[config.mk]
export PLATFORM = sky130hd
export DESIGN_NAME = fan_speed_kickstart_controller_flat
export DESIGN_NICKNAME = d
export VERILOG_FILES = /design/src/design/fsk_pkg.sv /design/src/design/fsk_if.sv /design/src/design/fan_speed_kickstart_controller.sv /design/src/flat_wrapper.sv
export SDC_FILE = /design/constraint.sdc
export NUM_CORES = 1
export LEC_CHECK = 0
export BUFFER_PORTS_ARGS = -buffer_cell sky130_fd_sc_hd__buf_2
export CAP_MARGIN = 5
export CORE_ASPECT_RATIO = 1.5
export CORE_MARGIN = 10
export CORE_UTILIZATION = 55
export DETAILED_ROUTE_END_ITERATION = 10
export HOLD_SLACK_MARGIN = 0.03
export PLACE_DENSITY = 0.73
export SYNTH_ARGS = -nofsm -noshare
export SYNTH_HDL_FRONTEND = slang
export SYNTH_SLANG_ARGS = --single-unit
[constraint.sdc]
create_clock -name i_clk -period 6.5 [get_ports i_clk]
set_input_delay 1.3 -clock i_clk [delete_from_list [all_inputs] [get_ports i_clk]]
set_output_delay 1.3 -clock i_clk [all_outputs]
set_load 0.05 [all_outputs]
[src/design/fsk_pkg.sv]
// ----------------------------------------------------------------------------
// fsk_pkg
// Types and constants of the fan speed kick-start controller.
// ----------------------------------------------------------------------------
`timescale 1ns / 1ps

package fsk_pkg;

    localparam int unsigned ADC_W   = 10;
    localparam int unsigned PCT_W   = 7;
    localparam int unsigned DUTY_W  = 10;
    localparam int unsigned KICK_W  = 16;
    localparam int unsigned SPEED_W = 2;
    localparam int unsigned CIDX_W  = 3;
    localparam int unsigned CDAT_W  = 16;

    typedef logic [ADC_W-1:0]   t_adc;
    typedef logic [PCT_W-1:0]   t_pct;
    typedef logic [DUTY_W-1:0]  t_duty;
    typedef logic [KICK_W-1:0]  t_kick;
    typedef logic [CDAT_W-1:0]  t_cfg_data;

    typedef enum logic {
        OP_SAMPLE = 1'b0,
        OP_TICK   = 1'b1
    } t_op;

    typedef enum logic [SPEED_W-1:0] {
        SPEED_OFF  = 2'd0,
        SPEED_LOW  = 2'd1,
        SPEED_MID  = 2'd2,
        SPEED_HIGH = 2'd3
    } t_speed;

    typedef enum logic [CIDX_W-1:0] {
        CFG_THRESH_LOW  = 3'd0,
        CFG_THRESH_MID  = 3'd1,
        CFG_THRESH_HIGH = 3'd2,
        CFG_DUTY_LOW    = 3'd3,
        CFG_DUTY_MID    = 3'd4,
        CFG_DUTY_HIGH   = 3'd5,
        CFG_KICK_MS     = 3'd6
    } t_cfg_idx;

    localparam t_adc  THRESH_LOW_RST  = 10'd401;
    localparam t_adc  THRESH_MID_RST  = 10'd601;
    localparam t_adc  THRESH_HIGH_RST = 10'd801;
    localparam t_pct  DUTY_LOW_RST    = 7'd40;
    localparam t_pct  DUTY_MID_RST    = 7'd70;
    localparam t_pct  DUTY_HIGH_RST   = 7'd100;
    localparam t_kick KICK_MS_RST     = 16'd400;

    localparam int unsigned PCT_MAX = 100;

endpackage

[src/design/fsk_if.sv]
// ----------------------------------------------------------------------------
// fsk_if
// Valid/ready channels of the fan speed kick-start controller.
// ----------------------------------------------------------------------------
`timescale 1ns / 1ps

interface fsk_in_if;
    import fsk_pkg::*;
    logic valid;
    logic ready;
    t_op  operation;
    t_adc adc_sample;

    modport source (output valid, output operation, output adc_sample, input ready);
    modport sink   (input valid, input operation, input adc_sample, output ready);
endinterface

interface fsk_out_if;
    import fsk_pkg::*;
    logic   valid;
    logic   ready;
    t_speed speed_level;
    t_duty  duty_count;
    logic   kick_active;
    logic   duty_changed;

    modport source (output valid, output speed_level, output duty_count,
                    output kick_active, output duty_changed, input ready);
    modport sink   (input valid, input speed_level, input duty_count,
                    input kick_active, input duty_changed, output ready);
endinterface

interface fsk_cfg_if;
    import fsk_pkg::*;
    logic      valid;
    logic      ready;
    t_cfg_idx  index;
    t_cfg_data data;

    modport source (output valid, output index, output data, input ready);
    modport sink   (input valid, input index, input data, output ready);
endinterface

[src/design/fan_speed_kickstart_controller.sv]
// ----------------------------------------------------------------------------
// fan_speed_kickstart_controller
// Gas-sensor driven fan speed selection with a kick-start from standstill.
// ----------------------------------------------------------------------------
// Each input transfer is either an ADC sample or a one-millisecond tick and
// yields exactly one result, offered the cycle after it is taken. A new item
// is taken in every cycle, so throughput is one item per clock; the only thing
// that holds the input back is a result still waiting in the output register
// while the sink is not ready. A sample is mapped to speed 0..3 by three
// thresholds (checked high, mid, low). On a level change the duty count comes
// from that level's percent as pct*4*(PERIOD_REG+1)/100, clamped to
// 4*(PERIOD_REG+1)-1; the percent-to-count conversion is an elaboration-time
// constant table, so no divider is in the datapath. Going from off to speed 1
// first drives the high duty for kick_ms ticks (samples are dropped while the
// kick runs), then the tick that ends the kick sets the low duty. The user is
// to write registers only while idle; configuration writes are never blocked.
// ----------------------------------------------------------------------------
`timescale 1ns / 1ps

module fan_speed_kickstart_controller #(
    parameter int unsigned PERIOD_REG = 79   // PWM period register, 1..255
) (
    input  logic      i_clk,
    input  logic      i_rst_n,
    fsk_in_if.sink    i_in,
    fsk_out_if.source o_out,
    fsk_cfg_if.sink   i_cfg
);
    import fsk_pkg::*;

    // Full-scale PWM count; the top duty is one below it.
    localparam int unsigned FULL     = 4 * (PERIOD_REG + 1);
    localparam int unsigned PCT_CNT  = 2 ** PCT_W;

    // ---- percent to duty count table (constants) ---------------------------
    t_duty w_pct_cnt [PCT_CNT];

    for (genvar g = 0; g < PCT_CNT; g++) begin : g_pct_tbl
        // Percent above 100 behaves as 100.
        localparam int unsigned PCT_EFF = (g > PCT_MAX) ? PCT_MAX : g;
        localparam int unsigned RAW     = (PCT_EFF * FULL) / PCT_MAX;
        localparam int unsigned CLAMPED = (RAW >= FULL) ? (FULL - 1) : RAW;
        assign w_pct_cnt[g] = t_duty'(CLAMPED);
    end

    // ---- configuration registers -------------------------------------------
    t_adc  r_thr_low, r_thr_mid, r_thr_high;
    t_pct  r_pct_low, r_pct_mid, r_pct_high;
    t_kick r_kick_ms;

    logic w_cfg_xfer;

    assign i_cfg.ready = 1'b1;
    assign w_cfg_xfer  = i_cfg.valid && i_cfg.ready;

    always_ff @(posedge i_clk) begin
        if (!i_rst_n) begin
            r_thr_low  <= THRESH_LOW_RST;
            r_thr_mid  <= THRESH_MID_RST;
            r_thr_high <= THRESH_HIGH_RST;
            r_pct_low  <= DUTY_LOW_RST;
            r_pct_mid  <= DUTY_MID_RST;
            r_pct_high <= DUTY_HIGH_RST;
            r_kick_ms  <= KICK_MS_RST;
        end else if (w_cfg_xfer) begin
            case (i_cfg.index)
                CFG_THRESH_LOW:  r_thr_low  <= i_cfg.data[ADC_W-1:0];
                CFG_THRESH_MID:  r_thr_mid  <= i_cfg.data[ADC_W-1:0];
                CFG_THRESH_HIGH: r_thr_high <= i_cfg.data[ADC_W-1:0];
                CFG_DUTY_LOW:    r_pct_low  <= i_cfg.data[PCT_W-1:0];
                CFG_DUTY_MID:    r_pct_mid  <= i_cfg.data[PCT_W-1:0];
                CFG_DUTY_HIGH:   r_pct_high <= i_cfg.data[PCT_W-1:0];
                CFG_KICK_MS:     r_kick_ms  <= i_cfg.data[KICK_W-1:0];
                default: begin
                    // unused index: write dropped
                end
            endcase
        end
    end

    // ---- controller state ---------------------------------------------------
    t_speed r_speed, n_speed;
    t_kick  r_kick,  n_kick;
    t_duty  r_duty,  n_duty;

    // ---- output register ----------------------------------------------------
    logic   r_out_valid;
    t_speed r_out_speed;
    t_duty  r_out_duty;
    logic   r_out_kick;
    logic   r_out_chg;

    logic   w_in_xfer;
    t_speed w_level;
    t_duty  w_duty_low, w_duty_mid, w_duty_high;

    // Take a new item whenever the output slot is empty or drains this cycle.
    assign i_in.ready = !r_out_valid || o_out.ready;
    assign w_in_xfer  = i_in.valid && i_in.ready;

    assign w_duty_low  = w_pct_cnt[r_pct_low];
    assign w_duty_mid  = w_pct_cnt[r_pct_mid];
    assign w_duty_high = w_pct_cnt[r_pct_high];

    // Threshold priority: high wins over mid wins over low.
    always_comb begin
        if (i_in.adc_sample >= r_thr_high) begin
            w_level = SPEED_HIGH;
        end else if (i_in.adc_sample >= r_thr_mid) begin
            w_level = SPEED_MID;
        end else if (i_in.adc_sample >= r_thr_low) begin
            w_level = SPEED_LOW;
        end else begin
            w_level = SPEED_OFF;
        end
    end

    always_comb begin
        n_speed = r_speed;
        n_kick  = r_kick;
        n_duty  = r_duty;
        if (w_in_xfer) begin
            if (i_in.operation == OP_SAMPLE) begin
                // Samples are dropped while the kick runs.
                if (r_kick == '0 && w_level != r_speed) begin
                    case (w_level)
                        SPEED_OFF: n_duty = '0;
                        SPEED_LOW: begin
                            if (r_speed == SPEED_OFF && r_kick_ms != '0) begin
                                n_duty = w_duty_high;
                                n_kick = r_kick_ms;
                            end else begin
                                n_duty = w_duty_low;
                            end
                        end
                        SPEED_MID:  n_duty = w_duty_mid;
                        SPEED_HIGH: n_duty = w_duty_high;
                        default:    n_duty = r_duty;
                    endcase
                    n_speed = w_level;
                end
            end else if (r_kick != '0) begin
                n_kick = r_kick - KICK_W'(1);
                // Last tick of the kick falls back to the low duty.
                if (r_kick == KICK_W'(1)) begin
                    n_duty = w_duty_low;
                end
            end
        end
    end

    always_ff @(posedge i_clk) begin
        if (!i_rst_n) begin
            r_speed <= SPEED_OFF;
            r_kick  <= '0;
            r_duty  <= '0;
        end else begin
            r_speed <= n_speed;
            r_kick  <= n_kick;
            r_duty  <= n_duty;
        end
    end

    always_ff @(posedge i_clk) begin
        if (!i_rst_n) begin
            r_out_valid <= 1'b0;
        end else if (w_in_xfer) begin
            r_out_valid <= 1'b1;
        end else if (o_out.ready) begin
            r_out_valid <= 1'b0;
        end
    end

    // Payload: loaded with the post-item state on every input transfer.
    always_ff @(posedge i_clk) begin
        if (w_in_xfer) begin
            r_out_speed <= n_speed;
            r_out_duty  <= n_duty;
            r_out_kick  <= (n_kick != '0);
            r_out_chg   <= (n_duty != r_duty);
        end
    end

    assign o_out.valid        = r_out_valid;
    assign o_out.speed_level  = r_out_speed;
    assign o_out.duty_count   = r_out_duty;
    assign o_out.kick_active  = r_out_kick;
    assign o_out.duty_changed = r_out_chg;

endmodule

[src/flat_wrapper.sv]
// flat-port wrapper written by rule: the top's interface ports become plain ports
module fan_speed_kickstart_controller_flat import fsk_pkg::*;
#(
    parameter int unsigned PERIOD_REG = 79                                 
)
  (i_clk, i_rst_n, i_in_valid, i_in_operation, i_in_adc_sample, i_in_ready, o_out_valid, o_out_speed_level, o_out_duty_count, o_out_kick_active, o_out_duty_changed, o_out_ready, i_cfg_valid, i_cfg_index, i_cfg_data, i_cfg_ready);
  fsk_in_if i_in_i ();
  fsk_out_if o_out_i ();
  fsk_cfg_if i_cfg_i ();
  input  logic i_clk;
  input  logic i_rst_n;
  input wire logic [$bits(i_in_i.valid)-1:0] i_in_valid;
  input wire logic [$bits(i_in_i.operation)-1:0] i_in_operation;
  input wire logic [$bits(i_in_i.adc_sample)-1:0] i_in_adc_sample;
  output wire logic [$bits(i_in_i.ready)-1:0] i_in_ready;
  output wire logic [$bits(o_out_i.valid)-1:0] o_out_valid;
  output wire logic [$bits(o_out_i.speed_level)-1:0] o_out_speed_level;
  output wire logic [$bits(o_out_i.duty_count)-1:0] o_out_duty_count;
  output wire logic [$bits(o_out_i.kick_active)-1:0] o_out_kick_active;
  output wire logic [$bits(o_out_i.duty_changed)-1:0] o_out_duty_changed;
  input wire logic [$bits(o_out_i.ready)-1:0] o_out_ready;
  input wire logic [$bits(i_cfg_i.valid)-1:0] i_cfg_valid;
  input wire logic [$bits(i_cfg_i.index)-1:0] i_cfg_index;
  input wire logic [$bits(i_cfg_i.data)-1:0] i_cfg_data;
  output wire logic [$bits(i_cfg_i.ready)-1:0] i_cfg_ready;
  assign i_in_i.valid = i_in_valid;
  assign i_in_i.operation = i_in_operation;
  assign i_in_i.adc_sample = i_in_adc_sample;
  assign i_in_ready = i_in_i.ready;
  assign o_out_valid = o_out_i.valid;
  assign o_out_speed_level = o_out_i.speed_level;
  assign o_out_duty_count = o_out_i.duty_count;
  assign o_out_kick_active = o_out_i.kick_active;
  assign o_out_duty_changed = o_out_i.duty_changed;
  assign o_out_i.ready = o_out_ready;
  assign i_cfg_i.valid = i_cfg_valid;
  assign i_cfg_i.index = i_cfg_index;
  assign i_cfg_i.data = i_cfg_data;
  assign i_cfg_ready = i_cfg_i.ready;
  fan_speed_kickstart_controller #(.PERIOD_REG(PERIOD_REG)) u_core (.i_clk(i_clk), .i_rst_n(i_rst_n), .i_in(i_in_i), .o_out(o_out_i), .i_cfg(i_cfg_i));
endmodule
==> reports/results.tsv, run 1 <==
stage	metric	value	unit
run_status	outcome	finished, final reports clean	
layout	final_common_cell	nand2_1	
floorplanning	core_area	0.0166	mm^2
worst_setup_path	cp_data_required_time	6.60	ns
floorplanning	rows	58	
worst_setup_path	crit_chain	buf_2 -> ha_1 -> a21o_1 -> a21oi_2 -> o311ai_2 -> o211ai_1 -> o211a_1 -> o31a_1 -> and3_4 -> nor2_1 -> a211oi_2 -> nand4_1 -> or4b_1	
power	ir_worst_vdd	0.148	mV
route	vias_per_cell	6.52	
route	num_vias	9462	
clock_tree	cts_buffer_depth	2	
global_routing	grt_overflow	0	
timing	rsz0062_at_grt	false	
floorplanning	initial_utilization	0.557	
global_routing	first_global_vias	8786	
route	wire_per_inst	19.3	um
worst_setup_path	path_delay_family	compound AO/OA/AOI/OAI gates	
route	wl_met2	14300	um
worst_setup_path	crit_buf_inv	1	
timing	fmax	0.208	GHz
clock_tree	post_cts_buffers	0	
worst_setup_path	worst-path-stages	13	
worst_setup_path	reg2regPathDepth	13	
worst_setup_path	cp-endpoint	u_core.o_out.kick_active	
yosys	synth_seq_cells	110	
yosys	ys_types	93	
route	drt-total-wl	28000	um
worst_setup_path	crit_type	in -> reg	
worst_setup_path	cp-startpoint	i_in_adc_sample[3]	
worst_setup_path	worstPathArrival	4.90	ns
timing	relSlewSlack	0.301	
min_path	whs_path_depth	2	
clock_tree	cts_made_buffers	9	
route	drt-met1-wl	11300	um
timing	period_minus_slack	4.80	ns
global_routing	grt_antenna_before_repair	1	
worst_setup_path	r2r_start	u_core.r_pct_low[1]	
timing	finClkSkew	0.00773	ns
route	drtAntennaViolNets	0	
yosys	avgSynthCellArea	7.34	um^2
floorplanning	ioPinCount	52	
layout	area_delta_synth_final	5.13	%
timing	finalSetupViolCount	0	
power	powerDensity	188	mW/mm^2
global_routing	grt_first_pass_wirelength	44700	um
route	dr.pass1.iters	7	
timing	slew_violations	0	
route	highest_layer	met4	
clock_tree	hold_buffers	0	
route	drc	0	
yosys	synth_flop_cell	dfxtp_1	
yosys	mappedNetlistNets	1346	
clock_tree	path_clk_slew	0.08	ns
yosys	ys_async_sr_fraction	0	
clock_tree	cts_tree	done	
global_routing	grt_start_max_net_pins	43	
worst_setup_path	start_kind	input port	
timing	period_share	0.739	
yosys	synthCells	1261	
layout	final_cells	1451	
run	drv_cap	0	
floorplanning	die_width	126	um
timing	tightestPinTransition	1.04	ns
placement	hpwl	19800	um
yosys	yosys_warnings	0	
power	p_leak	0.00369	uW
min_path	min-delay-path-class	reg -> reg	
clock_tree	numClockSinks	110	
global_routing	track_usage	0.235	
layout	drive_gt1_frac	0.0911	
yosys	netlist_area	0.00925	mm^2
yosys	yosysSeqAreaShare	0.253	
timing	hold_viol	0	
route	first_iter_violations	1176	
route	met3_length	1420	um
yosys	synth-edff-count	14	
worst_setup_path	rrSetupSlack	1.90	ns
placement	dp_cells	1434	
clock_tree	cts_root_buf	clkbuf_16	
worst_setup_path	cp_max_fo	19	
worst_setup_path	cp-end-kind	flip-flop	
timing	finalSetupTns	0	ns
floorplanning	die_h	179	um
worst_setup_path	crit_slowest_cell	o31a_1	
placement	numPortBuffers	50	
clock_tree	insertion_delay	0.36	ns
layout	fillCellCount	1621	
clock_tree	cts_resized	0	
layout	final_cell_mix	nand2_1, a21oi_1, dfxtp_1	
worst_setup_path	r2r-end	u_core.o_out.duty_changed	
worst_setup_path	critPathMaxStageDelay	0.63	ns
clock_tree	htree_levels	3	
placement	place.gp.congestion	0.937	
floorplanning	die_area	0.0225	mm^2
layout	fin_nets	1320	
## stage by stage
| stage | worst slack, ns | power, uW | utilization | instance area, um^2 | hold WS (ns) |
|---|---|---|---|---|---|
| 2_1_floorplan | 2.07 | 1150 | - | 9250 | 0.436 |
| 3_3_place_gp | 1.45 | 1280 | 0.568 | 9440 | 0.443 |
| 3_5_place_dp | 1.38 | 1280 | 0.568 | 9440 | 0.447 |
| 4_1_cts | 1.76 | 1810 | 0.585 | 9720 | 0.457 |
| 5_1_grt | 1.50 | 1900 | 0.585 | 9720 | 0.470 |
| 6_report | 1.70 | 1820 | 0.585 | 9720 | 0.455 |
## area by class of cell
| class | instances | area, um^2 | share of cell area |
|---|---|---|---|
| diodes | 1 | 2.50 | 0.000257 |
| multi-input cells | 986 | 6250 | 0.643 |
| repair buffers | 61 | 333 | 0.0342 |
| well taps | 210 | 263 | 0.0270 |
| inverters | 67 | 251 | 0.0259 |
| flip-flops and latches | 110 | 2340 | 0.241 |
| clock inverters | 7 | 55.1 | 0.00566 |
| clock buffers | 9 | 225 | 0.0232 |
## how the worst min path moves through the flow
| stage | slack (ns) | from | to |
|---|---|---|---|
| 4_1_cts | 0.46 | u_core.r_thr_mid[5] | u_core.r_thr_mid[5] |
| 3_5_place_dp | 0.45 | u_core.r_thr_mid[5] | u_core.r_thr_mid[5] |
| 5_1_grt | 0.47 | u_core.r_thr_high[6] | u_core.r_thr_high[6] |
| 6_report | 0.46 | u_core.r_thr_high[3] | u_core.r_thr_high[3] |
| 2_1_floorplan | 0.44 | u_core.r_thr_high[1] | u_core.r_thr_high[1] |
| 3_3_place_gp | 0.44 | u_core.r_thr_mid[5] | u_core.r_thr_mid[5] |
## logic make-up after synthesis
kind of cell	after synthesis	synth area share
AO/OA/AOI/OAI	396	0.296
XOR/XNOR	5	0.00474
adder cells (fa/ha/maj)	52	0.0698
buffers and inverters	165	0.0714
flip-flops	110	0.253
multiplexers	34	0.0418
other	1	0.000405
AND/OR/NAND/NOR	498	0.262
## routing by layer
metal / track usage / vias to the layer above
met3: 0.0249 / 70
met5: 0 / -
li1: - / 4560
met1: 0.278 / 4492
met4: 0.0985 / 0
met2: 0.423 / 340
## cells in the mapped netlist (10+ instances only)
library cell	number	area (um^2)
a211oi_1	23	173
a21oi_1	109	546
a221oi_1	10	87.6
a311oi_1	10	87.6
a31oi_1	14	87.6
and2_1	16	100
clkbuf_1	76	285
dfxtp_1	96	1920
edfxtp_1	14	420
ha_1	50	626
inv_1	61	229
mux2i_1	24	240
nand2_1	195	732
nand2b_1	33	206
nand3_1	33	165
nand4_1	10	62.6
nor2_1	88	330
nor2b_1	23	144
nor3_1	33	165
nor4_1	14	87.6
o211ai_1	38	285
o21ai_0	53	265
o22ai_1	12	75.1
o31ai_1	10	75.1
## worst reg2reg max path: stages (launching register included)
cell and delay, ns:
dfxtp_1 0.73, inv_1 0.21, ha_1 0.52, mux2_2 0.34, a22oi_1 0.18, o311ai_0 0.15, a221oi_1 0.76, nand3b_1 0.14
o21ai_0 0.11, a22oi_1 0.15, o31ai_1 0.37, nor3_1 0.12, nor4_1 0.38, nand4_1 0.17
## sequential cells by signal (all words and copies together) (netlist names)
register / count
u_core.r_speed: 2
u_core.r_pct_high: 7
u_core.r_duty: 10
u_core.r_kick_ms: 16
u_core.o_out.kick_active: 1
u_core.r_thr_high: 10
u_core.r_thr_mid: 10
u_core.o_out.duty_changed: 1
u_core.r_thr_low: 10
u_core.r_pct_low: 7
u_core.r_pct_mid: 7
u_core.o_out.valid: 1
u_core.o_out.duty_count: 10
u_core.o_out.speed_level: 2
u_core.r_kick: 16
## power breakdown
group / internal, uW / switching [uW] / leakage [uW] / total (uW)
clock: 266 / 280 / 0.000138 / 546
combinational: 186 / 334 / 0.00263 / 521
sequential: 721 / 36.4 / 0.000919 / 758
No activity file was read; power rests on OpenSTA's default activity.
==> inputs of run 2 (changes only) <==
--- a/config.mk
+++ b/config.mk
@@ -12,7 +12,7 @@
 export CORE_UTILIZATION = 55
 export DETAILED_ROUTE_END_ITERATION = 10
 export HOLD_SLACK_MARGIN = 0.03
-export PLACE_DENSITY = 0.73
+export PLACE_DENSITY = 0.76
 export SYNTH_ARGS = -nofsm -noshare
 export SYNTH_HDL_FRONTEND = slang
 export SYNTH_SLANG_ARGS = --single-unit
==> constraint.sdc (replaced) <==
create_clock -name i_clk -period 4.4 [get_ports i_clk]
set_input_delay 0.88 -clock i_clk [delete_from_list [all_inputs] [get_ports i_clk]]
set_output_delay 0.88 -clock i_clk [all_outputs]
set_load 0.05 [all_outputs]
==> run 2 against run 1 <==
Effect of this change: cell area grew 2.6%; first-iteration DRC count shrank 6.8%; non-clock buffer count increased by 30; worst hold slack about the same; utilization is 1.5 points higher; combinational power up 55%; via count grew 2.5%; clock power rose by 56%; clock skew up 0.00083 ns; critical path depth fell by 1; highest routed layer unchanged.
==> reports/results.tsv, run 2 (synthesized netlist as in run 1, its figures left out) <==
stage	metric	value	unit	change
run_status	outcome	finished, final reports clean		
power	total_power	2770	uW	+52%
clock_tree	numClockSinks	110		unchanged
route	drtAntennaViolNets	0		unchanged
route	vias_per_cell	6.55		+0.37%
timing	finalSetupTns	0	ns	unchanged
worst_setup_path	crit_slowest_cell	or4b_1		
power	p_comb_frac	0.291		+0.006
global_routing	grt_overflow	0		unchanged
timing	tightestPinTransition	1.04	ns	-0.00906 ns
floorplanning	initial_utilization	0.557		unchanged
worst_setup_path	cp_max_fo	7		-12
global_routing	first_global_vias	9230		+5.1%
floorplanning	die_area	0.0225	mm^2	unchanged
worst_setup_path	crit_buf_inv	1		unchanged
floorplanning	die_width	126	um	unchanged
timing	relSlewSlack	0.304		+0.00330
route	wire_per_inst	19.1	um	-1.2%
worst_setup_path	path_delay_family	simple AND/OR/NAND/NOR gates		
clock_tree	cts_tree	done		
worst_setup_path	crit_type	in -> reg		
clock_tree	hold_buffers	0		unchanged
placement	numPortBuffers	50		unchanged
layout	top_regs	u_core.r_kick (16), u_core.r_kick_ms (16)		
global_routing	track_usage	0.241		+0.00564
timing	slew_violations	0		unchanged
timing	period_share	0.943		
power	p_clk_frac	0.307		+0.008
clock_tree	insertion_delay	0.36	ns	about the same
worst_setup_path	start_kind	input port		
clock_tree	post_cts_buffers	0		unchanged
clock_tree	cts_root_buf	clkbuf_16		
layout	final_cells	1482		+2.1%
route	drt-total-wl	28300	um	+0.87%
global_routing	grt_start_max_net_pins	51		+19%
layout	final_common_cell	nand2_1		
route	drc	0		unchanged
clock_tree	path_clk_slew	0.08	ns	about the same
floorplanning	ioPinCount	52		unchanged
clock_tree	cts_made_buffers	9		unchanged
layout	fin_util	0.601		+0.0154
power	powerDensity	278	mW/mm^2	+48%
run	drv_cap	0		unchanged
power	seq_power_share	0.402		-0.013
floorplanning	core_area	0.0166	mm^2	unchanged
layout	drive_gt1_frac	0.113		+0.0215
worst_setup_path	crit_chain	buf_2 -> ha_1 -> and3_1 -> o311a_1 -> a311oi_2 -> a211oi_2 -> and3_4 -> a311o_1 -> o211ai_1 -> nor4b_1 -> nand4_1 -> or4b_1		
worst_setup_path	cp-end-kind	flip-flop		
placement	dp_cells	1464		+2.1%
global_routing	grt_antenna_before_repair	2		+1
power	sw_frac_of_total	0.345		-0.0116
min_path	min-delay-path-class	reg -> reg		
power	internal_power	1820	uW	+55%
power	p_sw	958	uW	+47%
floorplanning	rows	58		unchanged
floorplanning	die_h	179	um	unchanged
layout	area_delta_synth_final	7.90	%	
timing	finClkSkew	0.00856	ns	+0.000827 ns
worst_setup_path	cp_data_required_time	4.50	ns	-2.10 ns
timing	hold_viol	0		unchanged
layout	fin_nets	1350		+2.3%
timing	finalSetupViolCount	0		unchanged
power	ir_worst_vdd	0.241	mV	+62%
clock_tree	htree_levels	3		unchanged
power	p_leak	0.00385	uW	+4.3%
timing	finalHoldWorstSlack	0.456	ns	+0.000305 ns
placement	hpwl	20400	um	+3.1%
clock_tree	cts_buffer_depth	2		unchanged
timing	fmax	0.241	GHz	
layout	final_cell_mix	nand2_1, a21oi_1, dfxtp_1		
placement	place.gp.congestion	0.936		about the same
route	dr.pass1.iters	6		-1
global_routing	grt_first_pass_wirelength	45800	um	+2.5%
timing	period_minus_slack	4.15	ns	
layout	fillCellCount	1531		-5.6%
clock_tree	cts_resized	0		unchanged
route	num_vias	9700		+2.5%
route	first_iter_violations	1096		-6.8%
layout	multi_input_area	0.00625	mm^2	unchanged
timing	rsz0062_at_grt	false		
worst_setup_path	critPathMaxStageDelay	0.50	ns	-0.13 ns
layout	regArea	0.00234	mm^2	unchanged
worst_setup_path	worstPathArrival	4.25	ns	-0.65 ns
==> run 2: tightest hold or removal path, stage by stage (launching register included) <==
cell,delay (ns)
dfxtp_1,0.31
nand2_1,0.05
a21oi_1,0.05
==> run 2: power by group through the flow <==
stage               logic [uW]  clock network, uW  registers [uW]
floorplan                  545                  0            1160
global placement           774                  0            1140
finish                     806                853            1120
CTS                        792                864            1110
detailed placement         787                  0            1140
global route               875                897            1120
==> run 2: path summary, 6_finish.rpt <==
| check | cells after the start | endpoint | slack, ns | start |
|---|---|---|---|---|
| setup / recovery | 12 | u_core.o_out.kick_active | 0.25 | i_in_adc_sample[3] |
| hold / removal | 2 | u_core.r_thr_low[3] | 0.46 | u_core.r_thr_low[3] |
| setup reg to reg | 9 | u_core.o_out.duty_changed | 0.51 | u_core.r_pct_low[3] |
| hold reg to reg | 2 | u_core.r_thr_low[3] | 0.46 | u_core.r_thr_low[3] |
==> run 2: cell type report <==
cell class / count / share of cell area
repair buffers: 91 / 0.0559
flip-flops and latches: 110 / 0.235
clock buffers: 9 / 0.0226
well taps: 210 / 0.0263
inverters: 67 / 0.0252
multi-input cells: 986 / 0.626
clock inverters: 7 / 0.00840
diodes: 2 / 0.000501
==> run 2: routing by layer <==
metal / up-vias / track usage / routed length (um) / share of wire
met5: - / 0 / 0 / 0
met4: 0 / 0.150 / 1520 / 0.054
met3: 119 / 0.0358 / 1800 / 0.064
met2: 457 / 0.421 / 14000 / 0.50
met1: 4509 / 0.270 / 10900 / 0.39
li1: 4615 / - / - / -
==> run 2: metrics by stage <==
stage / setup WS [ns] / area (um^2)
after floorplan: 0.389 / 9250
after global placement: 0.0985 / 9670
after detailed placement: 0.0283 / 9670
after CTS: 0.404 / 9980
after global routing: 0.0607 / 9980
final: 0.251 / 9980
